[config.mk]
export PLATFORM = sky130hd
export DESIGN_NAME = button_fan_level_selector
export DESIGN_NICKNAME = d
export VERILOG_FILES = /design/src/sv/bfls_pkg.sv /design/src/sv/button_fan_level_selector.sv
export SDC_FILE = /design/constraint.sdc
export NUM_CORES = 1
export LEC_CHECK = 0
export ABC_AREA = 1
export BUFFER_PORTS_ARGS = -buffer_cell sky130_fd_sc_hd__buf_2
export CORE_ASPECT_RATIO = 1.25
export CORE_MARGIN = 2
export CORE_UTILIZATION = 60
export DETAILED_ROUTE_END_ITERATION = 16
export HOLD_SLACK_MARGIN = 0.1
export PLACE_DENSITY = 0.88
export SLEW_MARGIN = 20
export SYNTH_ARGS = -nofsm -noshare
export SYNTH_HDL_FRONTEND = slang
export SYNTH_SLANG_ARGS = --single-unit
[constraint.sdc]
create_clock -name clk -period 5.2 [get_ports clk]
set_clock_uncertainty 0.15 [all_clocks]
set_input_delay 1.04 -clock clk [delete_from_list [all_inputs] [get_ports clk]]
set_output_delay 1.04 -clock clk [all_outputs]
set_load 0.01 [all_outputs]
[src/sv/bfls_pkg.sv]
// ----------------------------------------------------------------------------
// bfls_pkg: shared definitions for the button fan level selector
// Register indexes, reset values, the duty level table and its lookup.
// ----------------------------------------------------------------------------
package bfls_pkg;

  localparam int unsigned TICK_W    = 16;
  localparam int unsigned LEVEL_W   = 3;
  localparam int unsigned DUTY_W    = 9;
  localparam int unsigned STORED_W  = 8;
  localparam int unsigned CFG_IDX_W = 2;
  localparam int unsigned CFG_W     = 16;

  // Levels the design may use, and the length of the duty table
  localparam int unsigned NUM_LEVELS = 6;
  localparam int unsigned TABLE_LEN  = 6;
  localparam int unsigned LEVEL_LIM_I =
      (NUM_LEVELS < TABLE_LEN) ? ((NUM_LEVELS < 1) ? 1 : NUM_LEVELS) : TABLE_LEN;
  localparam logic [LEVEL_W-1:0] LEVEL_LIM = LEVEL_W'(LEVEL_LIM_I);

  localparam logic [TICK_W-1:0]  DEBOUNCE_RST    = 16'd50;
  localparam logic [TICK_W-1:0]  STANDBY_RST     = 16'd3000;
  localparam logic [TICK_W-1:0]  SAVE_RST        = 16'd8000;
  localparam logic [LEVEL_W-1:0] LEVEL_COUNT_RST = 3'd6;
  localparam logic [TICK_W-1:0]  ELAPSED_SAT     = '1;

  typedef enum logic [CFG_IDX_W-1:0] {
    REG_DEBOUNCE    = 2'd0,
    REG_STANDBY     = 2'd1,
    REG_SAVE        = 2'd2,
    REG_LEVEL_COUNT = 2'd3
  } cfg_reg_t;

  typedef enum logic {
    OP_TICK = 1'b0,
    OP_BOOT = 1'b1
  } op_t;

  function automatic logic [DUTY_W-1:0] duty_lookup(input logic [LEVEL_W-1:0] lvl);
    logic [DUTY_W-1:0] d;
    unique case (lvl)
      3'd0:    d = 9'd130;
      3'd1:    d = 9'd168;
      3'd2:    d = 9'd206;
      3'd3:    d = 9'd244;
      3'd4:    d = 9'd282;
      3'd5:    d = 9'd320;
      default: d = '0;
    endcase
    return d;
  endfunction

endpackage

[src/sv/button_fan_level_selector.sv]
// ----------------------------------------------------------------------------
// button_fan_level_selector: push button stepping of fan duty levels
// Debounce, level advance, long-hold standby and delayed save request.
// ----------------------------------------------------------------------------
// The result of an accepted request is written into the output register in the cycle after acceptance.
// Throughput: one request per cycle; the output register takes a new result in
// the same cycle the previous one is taken, so only output backpressure stalls.
// Reset (synchronous, active high): registers to their default values, the tick
// counter saturated, all flags and the level cleared, output register empty.
module button_fan_level_selector
  import bfls_pkg::*;
(
  input  logic                 clk,
  input  logic                 rst,
  // configuration write port
  input  logic                 cfg_we,
  input  logic [CFG_IDX_W-1:0] cfg_index,
  input  logic [CFG_W-1:0]     cfg_data,
  // request stream
  input  logic                 s_axis_tvalid,
  output logic                 s_axis_tready,
  input  logic [15:0]          s_axis_tdata,  // [0] button_level, [8:1] stored_level
  input  logic                 s_axis_tuser,  // [0] op
  // result stream
  output logic                 m_axis_tvalid,
  input  logic                 m_axis_tready,
  output logic [15:0]          m_axis_tdata   // [8:0] duty, [11:9] level_index,
                                              // [12] in_standby, [13] save_strobe
);

  // Configuration registers
  logic [TICK_W-1:0]  debounce_ticks;
  logic [TICK_W-1:0]  standby_ticks;
  logic [TICK_W-1:0]  save_ticks;
  logic [LEVEL_W-1:0] level_count;

  // Selector state
  logic [TICK_W-1:0]  elapsed,       elapsed_next;
  logic               pressed_flag,  pressed_flag_next;
  logic               standby_flag,  standby_flag_next;
  logic               save_pending,  save_pending_next;
  logic [LEVEL_W-1:0] current_level, current_level_next;
  logic [DUTY_W-1:0]  duty_reg,      duty_reg_next;
  logic               strobe;

  // Output register
  logic        out_valid;
  logic [15:0] out_data;

  logic                button;
  logic [STORED_W-1:0] stored;
  logic                accept;
  logic [LEVEL_W-1:0]  eff_count;
  logic [LEVEL_W:0]    level_inc;
  logic [TICK_W-1:0]   elapsed_inc;

  assign button = s_axis_tdata[0];
  assign stored = s_axis_tdata[STORED_W:1];

  // Take a request whenever the output register is empty or being drained
  assign s_axis_tready = !out_valid || m_axis_tready;
  assign accept        = s_axis_tvalid && s_axis_tready;

  assign m_axis_tvalid = out_valid;
  assign m_axis_tdata  = out_data;

  // Clamp the level count into 1..limit
  always_comb begin
    if (level_count == '0) begin
      eff_count = LEVEL_W'(1);
    end else if (level_count > LEVEL_LIM) begin
      eff_count = LEVEL_LIM;
    end else begin
      eff_count = level_count;
    end
  end

  // Saturating tick count
  assign elapsed_inc = (elapsed == ELAPSED_SAT) ? elapsed : elapsed + TICK_W'(1);
  assign level_inc   = {1'b0, current_level} + (LEVEL_W+1)'(1);

  // Next state: the checks run in order, each one seeing the previous result
  always_comb begin
    elapsed_next       = elapsed;
    pressed_flag_next  = pressed_flag;
    standby_flag_next  = standby_flag;
    save_pending_next  = save_pending;
    current_level_next = current_level;
    duty_reg_next      = duty_reg;
    strobe             = 1'b0;

    unique case (op_t'(s_axis_tuser))
      OP_BOOT: begin
        // Load the stored level, drop it if outside the levels in use
        if (stored >= {{(STORED_W-LEVEL_W){1'b0}}, eff_count}) begin
          current_level_next = '0;
        end else begin
          current_level_next = stored[LEVEL_W-1:0];
        end
        duty_reg_next = duty_lookup(current_level_next);
      end
      default: begin
        elapsed_next = elapsed_inc;
        if (elapsed_inc > debounce_ticks) begin
          // press
          if (!pressed_flag && !button) begin
            pressed_flag_next = 1'b1;
            elapsed_next      = '0;
          end
          // long hold enters standby
          if (pressed_flag_next && elapsed_next > standby_ticks) begin
            standby_flag_next = 1'b1;
            duty_reg_next     = '0;
          end
          // release: short press advances the level, or only wakes from standby
          if (pressed_flag_next && button) begin
            if (elapsed_next <= standby_ticks) begin
              if (!standby_flag_next) begin
                if (level_inc >= {1'b0, eff_count}) begin
                  current_level_next = '0;
                end else begin
                  current_level_next = level_inc[LEVEL_W-1:0];
                end
              end
              duty_reg_next     = duty_lookup(current_level_next);
              save_pending_next = 1'b1;
              standby_flag_next = 1'b0;
            end
            pressed_flag_next = 1'b0;
            elapsed_next      = '0;
          end
        end
        // save request once the button has been idle long enough
        if (save_pending_next && elapsed_next > save_ticks) begin
          strobe            = 1'b1;
          save_pending_next = 1'b0;
        end
      end
    endcase
  end

  // Configuration writes
  always_ff @(posedge clk) begin
    if (rst) begin
      debounce_ticks <= DEBOUNCE_RST;
      standby_ticks  <= STANDBY_RST;
      save_ticks     <= SAVE_RST;
      level_count    <= LEVEL_COUNT_RST;
    end else if (cfg_we) begin
      unique case (cfg_reg_t'(cfg_index))
        REG_DEBOUNCE:    debounce_ticks <= cfg_data[TICK_W-1:0];
        REG_STANDBY:     standby_ticks  <= cfg_data[TICK_W-1:0];
        REG_SAVE:        save_ticks     <= cfg_data[TICK_W-1:0];
        REG_LEVEL_COUNT: level_count    <= cfg_data[LEVEL_W-1:0];
        default:         ;
      endcase
    end
  end

  // Advance state on each accepted request
  always_ff @(posedge clk) begin
    if (rst) begin
      elapsed       <= ELAPSED_SAT;
      pressed_flag  <= 1'b0;
      standby_flag  <= 1'b0;
      save_pending  <= 1'b0;
      current_level <= '0;
      duty_reg      <= '0;
    end else if (accept) begin
      elapsed       <= elapsed_next;
      pressed_flag  <= pressed_flag_next;
      standby_flag  <= standby_flag_next;
      save_pending  <= save_pending_next;
      current_level <= current_level_next;
      duty_reg      <= duty_reg_next;
    end
  end

  // Output register: hold until taken, reload on accept
  always_ff @(posedge clk) begin
    if (rst) begin
      out_valid <= 1'b0;
    end else if (accept) begin
      out_valid <= 1'b1;
    end else if (m_axis_tready) begin
      out_valid <= 1'b0;
    end
  end

  always_ff @(posedge clk) begin
    if (accept) begin
      out_data <= {2'b00, strobe, standby_flag_next, current_level_next, duty_reg_next};
    end
  end

endmodule
# --- Yosys cells after proc, flatten, opt, wreduce, memory -nomap -nowiden ---
# Cells that the tools add are included.
word_totals:
  register_bits: 97
  in_bits: 40
  elab_cells: 104
classes:
  add_sub_neg: 2
  n_lt_le_gt_ge: 7
  eq_ne: 14
  n_mux: 47
  n_bitwise: 1
  n_reduce_logical: 20
ops:
  columns: ["operator", "count"]
  rows:
  - ["2-to-1 mux 16 bit", 7]
  - ["one-hot mux 9 bit (6 select lines)", 2]
  - ["> comparator 16 bit", 3]
  - ["2-to-1 mux 9 bit", 5]
  - ["2-to-1 mux 3 bit", 14]
  - ["2-to-1 mux 1 bit", 19]
  - ["adder 16 x 1 -> 16 bit, second input constant", 1]
  - ["== test 16 bit, second input constant", 1]
  - ["less-or-equal comparator 16 bit", 1]
  - ["== test 3 x 2 -> 1 bit, second input constant", 4]
  - ["== test 3 bit, second input constant", 4]
  - ["AND reduction 2 bit", 5]
  - ["zero test 3 bit", 3]
  - [">= comparator 8 x 3 -> 1 bit", 1]
  - ["== test 3 x 1 -> 1 bit, second input constant", 2]
  - ["logical AND 1 bit", 5]
  - ["adder 3 x 1 -> 4 bit, second input constant", 1]
  - ["== test 2 bit, second input constant", 2]
  - [">= comparator 4 x 3 -> 1 bit", 1]
  - ["> comparator 3 bit, second input constant", 1]
  - ["zero test 1 bit", 3]
  - ["AND reduction 3 bit", 1]
  - ["== test 2 x 1 -> 1 bit, second input constant", 1]
  - ["zero test 2 bit", 1]
  - ["3 further kinds", 3]

# --- Logic depth before layout (Yosys ltp) ---
# Gate-level depths: netlist of run 1.
depth:
  word_depth: 21
  depth_mapped: 33

# --- Least setup slack after synthesis of run 1 ---
# Ideal clock, no wire load.
synth_path:
  path_type: "register to register"
  startpoint: "register elapsed[0]"
  endpoint: "register out_data[13], in the netlist m_axis_tdata[13] (data pin)"
  t_arrival_ns: 3.748
  t_required_ns: 4.893
  setup_slack_ns: 1.145
  path_stages_with_launch: 32
  period_less_slack_ns: 4.055
  path_cell_list: "dfxtp_1 ha_1 inv_1 nor3_2 nand3_2 nor2_1 nand2_1 nor2_1 inv_1 nor2_1 a31oi_2 ha_1 nand2_1 inv_1 nand3_1 nor3_1 o21ai_1 nand2_1 nand2_2 inv_1 o21ai_2 buf_2 nand2_1 inv_1 ha_1 nand2_1 o21ai_0 nand2_1 o211ai_1 nand2_1 a32o_1 nor3_1"
synth_between:
  elab_chain_len: 12
  elab_cells_between_ends: 18
  classes_between: "add/sub: 1; order compare: 3; eq/ne: 1; mux: 12; reduce/logical: 1"
synth_lines:
  columns: ["element", "line", "text"]
  rows:
  - ["start: declaration", "button_fan_level_selector.sv:38", "logic [TICK_W-1:0] elapsed, elapsed_next;"]
  - ["start signal: assignment", "button_fan_level_selector.sv:170", "elapsed <= elapsed_next;"]
  - ["adder 16 x 1 -> 16 bit or == test 16 bit (tied branches)", "button_fan_level_selector.sv:79", "assign elapsed_inc = (elapsed == ELAPSED_SAT) ? elapsed : elapsed + TICK_W'(1);"]
  - ["2-to-1 mux 16 bit *", "button_fan_level_selector.sv:79", null]
  - ["parallel branches: the longest is 8 deep, another holds > comparator 16 bit", null, null]
  - ["logical AND 1 bit *", "button_fan_level_selector.sv:134", "if (save_pending_next && elapsed_next > save_ticks) begin"]
  - ["2-to-1 mux 1 bit *", "button_fan_level_selector.sv:134", null]
  - ["end signal: assignment", "button_fan_level_selector.sv:192", "out_data <= {2'b00, strobe, standby_flag_next, current_level_next, duty_reg_next};"]
  - ["end: declaration", "button_fan_level_selector.sv:48", "logic [15:0] out_data;"]
# Every way passes the cells marked *. The select of a mux whose other input is x is not followed.
# A chain may end at the register's enable or synchronous reset.

# --- Worst setup path in the final report of run 1 ---
# Same ends and word-level chain as after synthesis.

==> metrics.txt, run 1 <==
dpl hpwl=10300 um; initial antenna violation count=0; die area=10800 um2; root buf cell=clkbuf_16; power per cell area=322 nW/um2; largest net degree at the start of global routing=54; Peak Freq=0.208 GHz; Routed Antenna Nets=0; CP Data Arrival Time=4.78 ns; Area Overhead vs Synth=10.6%; initial DRC count=285; Distinct cells, synth=43; Mean Syn Cell Area=7.20 um2; first-pass GRT wire length=22800 um; cts bufs inserted=9; final WL=14100 um; Max H-tree Level=3; Clk pin slew, worst setup/hold paths=0.08 ns; cell taking the most area after synthesis=dfxtp_1; layout cells sized above 1=12.0%; synth warn=0; WP data required=5.16 ns; Port-buffer cells=48; Std-Cell Rows=40; most frequent cells after synthesis=150 x inv_1, 141 x nand2_1, 99 x a21oi_1; I/O pin count=58; Max Cap Viol=0; CP Class=flip-flop to flip-flop; worst-margin pin slew=0.897 ns; crit end category=flip-flop; Initial DRT Pass Iterations=4; hold violation count in the final report=0; Yosys top cell area share=27.9%; hold_ws=0.312 ns; FFs w/ async S/R, synth=0%; Area contributors post-synth=dfxtp_1 28%, ha_1 12%, inv_1 9.4%, nand2_1 8.9%, a21oi_1 8.3%; Ant. Diodes=0; CP max FO=16; vias in the first global route=5110; Final Max Tran Viols=0; Clock Sinks=97; Seq/Total Area, Yosys=34.9%; Yosys reg bits=97; worst skew pair latency=0.36 ns; Fillers=812; setup repair bufs after CTS=0; slew margin rel.=40.1%; Final Wtd Congestion=0.941; synthesized cell area=5960 um2; DR DRC count=0; Die X=93.1 um; most frequent cell after synthesis=inv_1; Peak VDD IR=204 uV; Nets=963; CTS tree=built; grt ovf=0; die height=115 um; final worst path period share=92.7%; Wirelength per Cell=14.1 um; Initial Util=61.7%; Vias=5422; fin crit period=4.82 ns; # setup viols final=0; Final Util=68.3%; Leakage Power=3.36 nW; Hold/Removal Path Class=flip-flop to flip-flop; Post-synth EDFFs=14; vias per cell=5.43; core footprint=9660 um2; total track usage=26.8%; ys flop type=dfxtp_1; CTS Hold Bufs=0; clock buffer depth=2; synthesized instance count=828; outcome=finished clean; Startpoint Class=flip-flop
[cell type report]
type / instances / area (um2) / share of cell area [%]
Tap cell: 126 / 158 / 2.39
Timing Repair Buffer: 53 / 278 / 4.21
Clock buffer: 9 / 225 / 3.42
Inverter: 157 / 589 / 8.94
Sequential cell: 97 / 2080 / 31.6
Multi-Input combinational cell: 549 / 3200 / 48.5
Clock inverter: 7 / 62.6 / 0.949
[metrics by stage]
stage | total power, mW | setup WS (ns) | std cells | TNS [ns] | area, um2
2_1_floorplan | 1.32 | 1.14 | 829 | 0 | 5960
6_report | 2.12 | 0.381 | 998 | 0 | 6590
4_1_cts | 2.11 | 0.200 | 998 | 0 | 6580
5_1_grt | 2.25 | -0.0161 | 998 | -0.0161 | 6590
3_3_place_gp | 1.44 | 0.422 | 982 | 0 | 6290
3_5_place_dp | 1.47 | 0.274 | 982 | 0 | 6290
[worst max-delay path, stage by stage, from the launching register on]
cell     delay, ns
dfxtp_1       0.35
ha_1          0.20
inv_1         0.11
nor3_2        0.06
nand3_2       0.08
nor2_1        0.05
nand3_1       0.07
nand3_1       0.14
nor3_1        0.30
xor2_1        0.29
ha_1          0.31
a21oi_1       0.16
o21ai_0       0.09
a21oi_1       0.27
nand2_1       0.11
nand2_2       0.16
inv_1         0.16
o21ai_4       0.22
nand2_1       0.17
inv_1         0.10
ha_1          0.25
a21oi_1       0.16
o21ai_0       0.11
a21oi_1       0.21
a32o_1        0.22
nor3_1        0.06
[layer usage]
metal,GRT usage [%],up-vias,wire (um)
met5,0,-,0
met4,14.2,0,584
met3,4.55,38,576
met2,48.6,132,7210
met1,30.1,2464,5710
li1,-,2788,-
[cell families (layout without fill, tap and decap cells)]
| kind of cell | count (synthesis) | count (layout) | share of synthesized area [%] |
|---|---|---|---|
| AND/OR/NAND/NOR | 263 | 263 | 20.2 |
| AO/OA/AOI/OAI | 219 | 219 | 19.9 |
| buffers and inverters | 183 | 226 | 11.8 |
| flip-flops | 97 | 97 | 34.9 |
| adder cells (fa/ha/maj) | 56 | 56 | 11.8 |
| XOR/XNOR | 9 | 9 | 1.45 |
| other | 1 | 2 | 0.0629 |
[cells in the final DEF (no fill, tap or decap), types with 14 or more instances in the layout]
master and n:
ha_1 56, o21ai_0 69, edfxtp_1 14, inv_1 150, nor2_1 50, buf_2 48
nand2_1 141, o211ai_1 20, nand3_1 25, o21ai_1 20, a21oi_1 99, dfxtp_1 83
[final timing paths]
path / from / end / cells after the start / slack [ns]
worst min-delay path: debounce_ticks[7] / debounce_ticks[7] / 2 / 0.31
worst min register to register: debounce_ticks[7] / debounce_ticks[7] / 2 / 0.31
worst max-delay path: elapsed[0] / m_axis_tdata[13] / 25 / 0.38
worst max register to register: elapsed[0] / m_axis_tdata[13] / 25 / 0.38
[power breakdown]
group	total (mW)	internal [mW]	switching, mW
sequential	0.837	0.810	0.0263
clock	0.645	0.334	0.312
combinational	0.638	0.223	0.415
[timing repair]
item                                    4_1_cts  5_1_grt
endpoints found under the setup margin        0        2
resized for setup                             0        3
endpoints found under the hold margin         0        0
(Power assumes the default switching activity.)
==> inputs of run 2 (changes only) <==
- CELL_PAD_IN_SITES_DETAIL_PLACEMENT: unset -> 0
- CELL_PAD_IN_SITES_GLOBAL_PLACEMENT: unset -> 1
- CORE_UTILIZATION: 60 -> 44
- PLACE_DENSITY: 0.88 -> unset
- PLACE_DENSITY_LB_ADDON: unset -> 0.25
==> run 2 against run 1 <==
Against the previous run:
- hold slack about the same
- core utilization down 18 points
- critical path depth unchanged
- critical path type unchanged
- global-route usage down 5.0 points
- register-to-register slack better by 0.04 ns
- via count down 1.2%
- sequential power about the same
- largest cell class unchanged
==> metrics.txt, run 2 (synthesis gave the netlist of run 1 again) <==
outcome=finished clean; Ant. Diodes=0; Peak VDD IR=136 uV; CP bufs+invs=5; Wirelength per Cell=14.7 um; Initial DRT Pass Iterations=4; Routed Antenna Nets=0; Startpoint Class=flip-flop; cts bufs inserted=9; vias in the first global route=5043; I/O pin count=58; Post-Place Worst Slack=0.0472 ns; slew margin rel.=41.5%; worst-margin pin slew=0.877 ns; total track usage=21.8%; Nets=965; Die X=108 um; crit end category=flip-flop; vias per cell=5.13; slowest stage cell, crit path=nor4_1; final WL=15400 um; worst reg-to-reg path cell count=25; largest net degree at the start of global routing=55; first-pass GRT wire length=24400 um; initial DRC count=252; Fillers=1359; root buf cell=clkbuf_16; Crit path largest cell delay=0.55 ns; Met2 Wirelength=7900 um; Routed met1 length=6550 um; final worst path period share=91.9%; Hold/Removal Path Class=flip-flop to flip-flop; Vias=5357; CP Class=flip-flop to flip-flop; Area Overhead vs Synth=11.9%; CP max FO=8; fin cells=1045; initial antenna violation count=0; Leakage Power=3.37 nW; worst skew pair latency=0.35 ns; Max Cap Viol=0; grt ovf=0; Std-Cell Rows=47; Clk pin slew, worst setup/hold paths=0.07 ns; fin crit period=4.78 ns; Peak Freq=0.209 GHz; cell mode on critical path=nand2_1; top routing layer in use=met4; cell family with the largest share of critical-path delay=simple AND/OR/NAND/NOR gates; met3 routed WL=386 um; DR DRC count=0; WP data required=5.24 ns; CP Data Arrival Time=4.82 ns; Final WS setup=0.421 ns; Max H-tree Level=3; Hold Crit Depth=2; hold violation count in the final report=0; dpl hpwl=11500 um; core footprint=13200 um2; layout cells sized above 1=12.4%; Crit path depth=25; most frequent cells in the layout=149 x inv_1, 141 x nand2_1, 99 x a21oi_1; # setup viols final=0; CTS tree=built; power per cell area=324 nW/um2; most common cell after layout, fill and taps aside=inv_1; Clock Sinks=97; clock buffer depth=2; Port-buffer cells=48; die height=134 um; Final Wtd Congestion=0.885; Initial Util=45.0%; Placed Cells=1027; die area=14500 um2; Final Max Tran Viols=0
==> run 2: what timing repair did <==
item                                    in CTS  in global routing
endpoints found under the setup margin       0                  2
buffers inserted                             0                  1
hold buffers                                 0                  0
gates resized for setup                      0                  8
==> run 2: layer usage <==
metal	vias up	track usage [%]
met1	2436	25.3
li1	2793	-
met2	94	38.6
met3	34	2.87
met5	-	0
met4	0	11.3
==> run 2: power by group <==
group	switching, mW	leakage, nW	internal, mW	total (mW)
logic	0.426	2.41	0.228	0.653
registers	0.0244	0.823	0.810	0.835
clock network	0.297	0.139	0.373	0.669
==> run 2: cell type report <==
class	instances	area (um2)	area share [%]
sequential	97	2080	31.2
clock inverter	5	56.3	0.844
clock buffer	11	233	3.49
inverter	157	592	8.87
tap	171	214	3.21
multi-input combinational	550	3210	48.1
timing repair buffer	54	285	4.28
==> run 2: worst reg2reg max path, stage by stage (launching register included) <==
cell and delay [ns]:
dfxtp_1 0.43, inv_1 0.10, nor4_1 0.55, nand4_1 0.15
a21oi_1 0.25, inv_1 0.09, ha_1 0.30, nand2_1 0.08
inv_1 0.05, nand3_1 0.14, nor3_2 0.30, o21ai_1 0.10
nand2_1 0.08, nand2_2 0.15, inv_4 0.15, o21ai_4 0.13
nand2_1 0.14, inv_1 0.05, ha_1 0.28, nand2_1 0.08
nor2_2 0.18, nand2_1 0.07, o211ai_1 0.13, nand2_1 0.09
a32o_1 0.25, nor3_1 0.15
==> run 2: per-stage QoR <==
step | hold slack, ns | instance area [um2] | total power [mW] | utilization, % | setup TNS, ns
4_1_cts | 0.315 | 6630 | 2.16 | 50.1 | 0
3_3_place_gp | 0.300 | 6340 | 1.47 | 47.9 | 0
3_5_place_dp | 0.306 | 6340 | 1.49 | 47.9 | 0
5_1_grt | 0.335 | 6670 | 2.30 | 50.4 | -0.00600
2_1_floorplan | 0.285 | 5960 | 1.32 | - | 0
6_report | 0.312 | 6670 | 2.16 | 50.4 | 0
==> run 2: worst paths after layout <==
kind	start	end	slack, ns
max	elapsed[3]	m_axis_tdata[13]	0.42
min	debounce_ticks[15]	debounce_ticks[15]	0.31
max reg2reg	elapsed[3]	m_axis_tdata[13]	0.42
min reg2reg	debounce_ticks[15]	debounce_ticks[15]	0.31
==> inputs of run 3 (changes only) <==
- CORE_MARGIN: 2 -> unset
==> run 3 against run 2 <==
Against the previous run:
- worst setup slack gained 0.024 ns
- fmax grew 0.50%
- final cell count grew 0.19%
- clock power shrank 5.8%
- register-to-register slack gained 0.02 ns
- sequential power is essentially flat
- die area shrank 3.3%
- global-route usage grew 0.65 points
- combinational power shrank 0.9%
- sequential share of layout area is essentially flat
- non-clock buffer count grew 2
- critical path type unchanged
- critical endpoint unchanged
==> metrics.txt, run 3 (synthesis gave the netlist of run 1 again) <==
Hold/Removal Path Class=flip-flop to flip-flop; initial antenna violation count=0; Std-Cell Rows=47; cell area after layout=6670 um2; Post-Place Worst Slack=0.125 ns; Flop pwr share=39.5%; Logic pwr share=30.6%; root buf cell=clkbuf_16; Power, Total=2.11 mW; slowest stage cell, crit path=dfxtp_1; Leakage Power=3.39 nW; clock buffer depth=2; worst-margin pin slew=0.905 ns; I/O pin count=58; worst skew pair latency=0.35 ns; Final WS setup=0.445 ns; final worst path period share=91.4%; cell mode on critical path=nand2_1; initial DRC count=182; Clock Power Share=29.8%; vias in the first global route=5061; total placed instance area=6360 um2; hold violation count in the final report=0; vias per cell=5.13; Routed Antenna Nets=0; DR DRC count=0; crit end category=flip-flop; Multi-input gate area=3210 um2; core footprint=13200 um2; Vias=5372; slew margin rel.=39.6%; Wirelength per Cell=14.2 um; CP Class=flip-flop to flip-flop; Fillers=1381; most frequent cells in the layout=149 x inv_1, 141 x nand2_1, 99 x a21oi_1; Peak Freq=0.210 GHz; Clk pin slew, worst setup/hold paths=0.07 ns; Initial Util=45.0%; Max Cap Viol=0; hold_ws=0.315 ns; Max H-tree Level=3; Final Util=50.4%; Clock Sinks=97; Net Sw Power=0.737 mW; cts bufs inserted=9; CP startpoint=elapsed[0]; CP Data Arrival Time=4.80 ns; Ant. Diodes=0; layout cells sized above 1=12.2%; Final Max Tran Viols=0; setup_tns=0 ns; Port-buffer cells=48; power per cell area=317 nW/um2; Nets=967; outcome=finished clean; fin crit period=4.76 ns; Area Overhead vs Synth=11.9%; die area=14000 um2; switching share of power=34.9%; Peak VDD IR=210 uV; final WL=14900 um; fin cells=1047; Placed Cells=1029; total track usage=22.4%; CP max FO=8; unrepaired setup endpoints after global routing=no; reg2reg start=elapsed[0]; Startpoint Class=flip-flop; largest net degree at the start of global routing=55; FF+latch area=2080 um2; Final Wtd Congestion=0.899; Die X=106 um; # setup viols final=0; dpl hpwl=11300 um; CTS tree=built; grt ovf=0; WP data required=5.25 ns; Initial DRT Pass Iterations=4; first-pass GRT wire length=24200 um; internal power=1.37 mW; hold_sp=debounce_ticks[14]; die height=132 um; Crit path largest cell delay=0.40 ns; most common cell after layout, fill and taps aside=inv_1
==> run 3: cell types whose count changed in the layout (fill, tap and decap cells not counted), sizes merged <==
cell and delta:
inv +1, buf +2, bufinv -1
==> run 3: worst max-delay path, delay by kind of cell, from the launching register on <==
family                     cells  cell delay [ns]
and+or+nand+nor               17             2.15
adders and majority gates      3             0.76
AOI/OAI and AO/OA              5             0.76
DFF                            1             0.40
buffers and inverters          5             0.37
==> run 3: area by class of cell <==
type / instances / share of cell area, %
Sequential cell: 97 / 31.2
Clock buffer: 11 / 3.64
Clock inverter: 5 / 0.450
Inverter: 157 / 8.84
Timing Repair Buffer: 56 / 4.50
Tap cell: 171 / 3.21
Multi-Input combinational cell: 550 / 48.1
==> run 3: power by group through the flow <==
stage / combinational (mW) / clock [mW] / sequential [mW]
floorplan: 0.465 / 0 / 0.850
global placement: 0.625 / 0 / 0.850
detailed placement: 0.635 / 0 / 0.852
CTS: 0.640 / 0.648 / 0.835
global route: 0.751 / 0.678 / 0.840
finish: 0.647 / 0.630 / 0.835
==> run 3: worst paths after layout <==
kind / endpoint / slack (ns) / depth (start not counted)
min reg2reg: debounce_ticks[14] / 0.31 / 2
min: debounce_ticks[14] / 0.31 / 2
max: m_axis_tdata[13] / 0.44 / 30
max reg2reg: m_axis_tdata[13] / 0.44 / 30
==> run 3: timing repair <==
action,in CTS,in global routing
gates resized for setup,0,4
setup buffers,0,1
endpoints found under the setup margin,0,2
hold buffers,0,0
endpoints found under the hold margin,0,0
==> run 3: layer usage <==
| metal | vias up | wire length, um | track usage [%] |
|---|---|---|---|
| met5 | - | 0 | 0 |
| met4 | 0 | 539 | 11.2 |
| met3 | 30 | 435 | 4.05 |
| met2 | 83 | 7610 | 40.2 |
| met1 | 2458 | 6310 | 25.2 |
| li1 | 2801 | - | - |
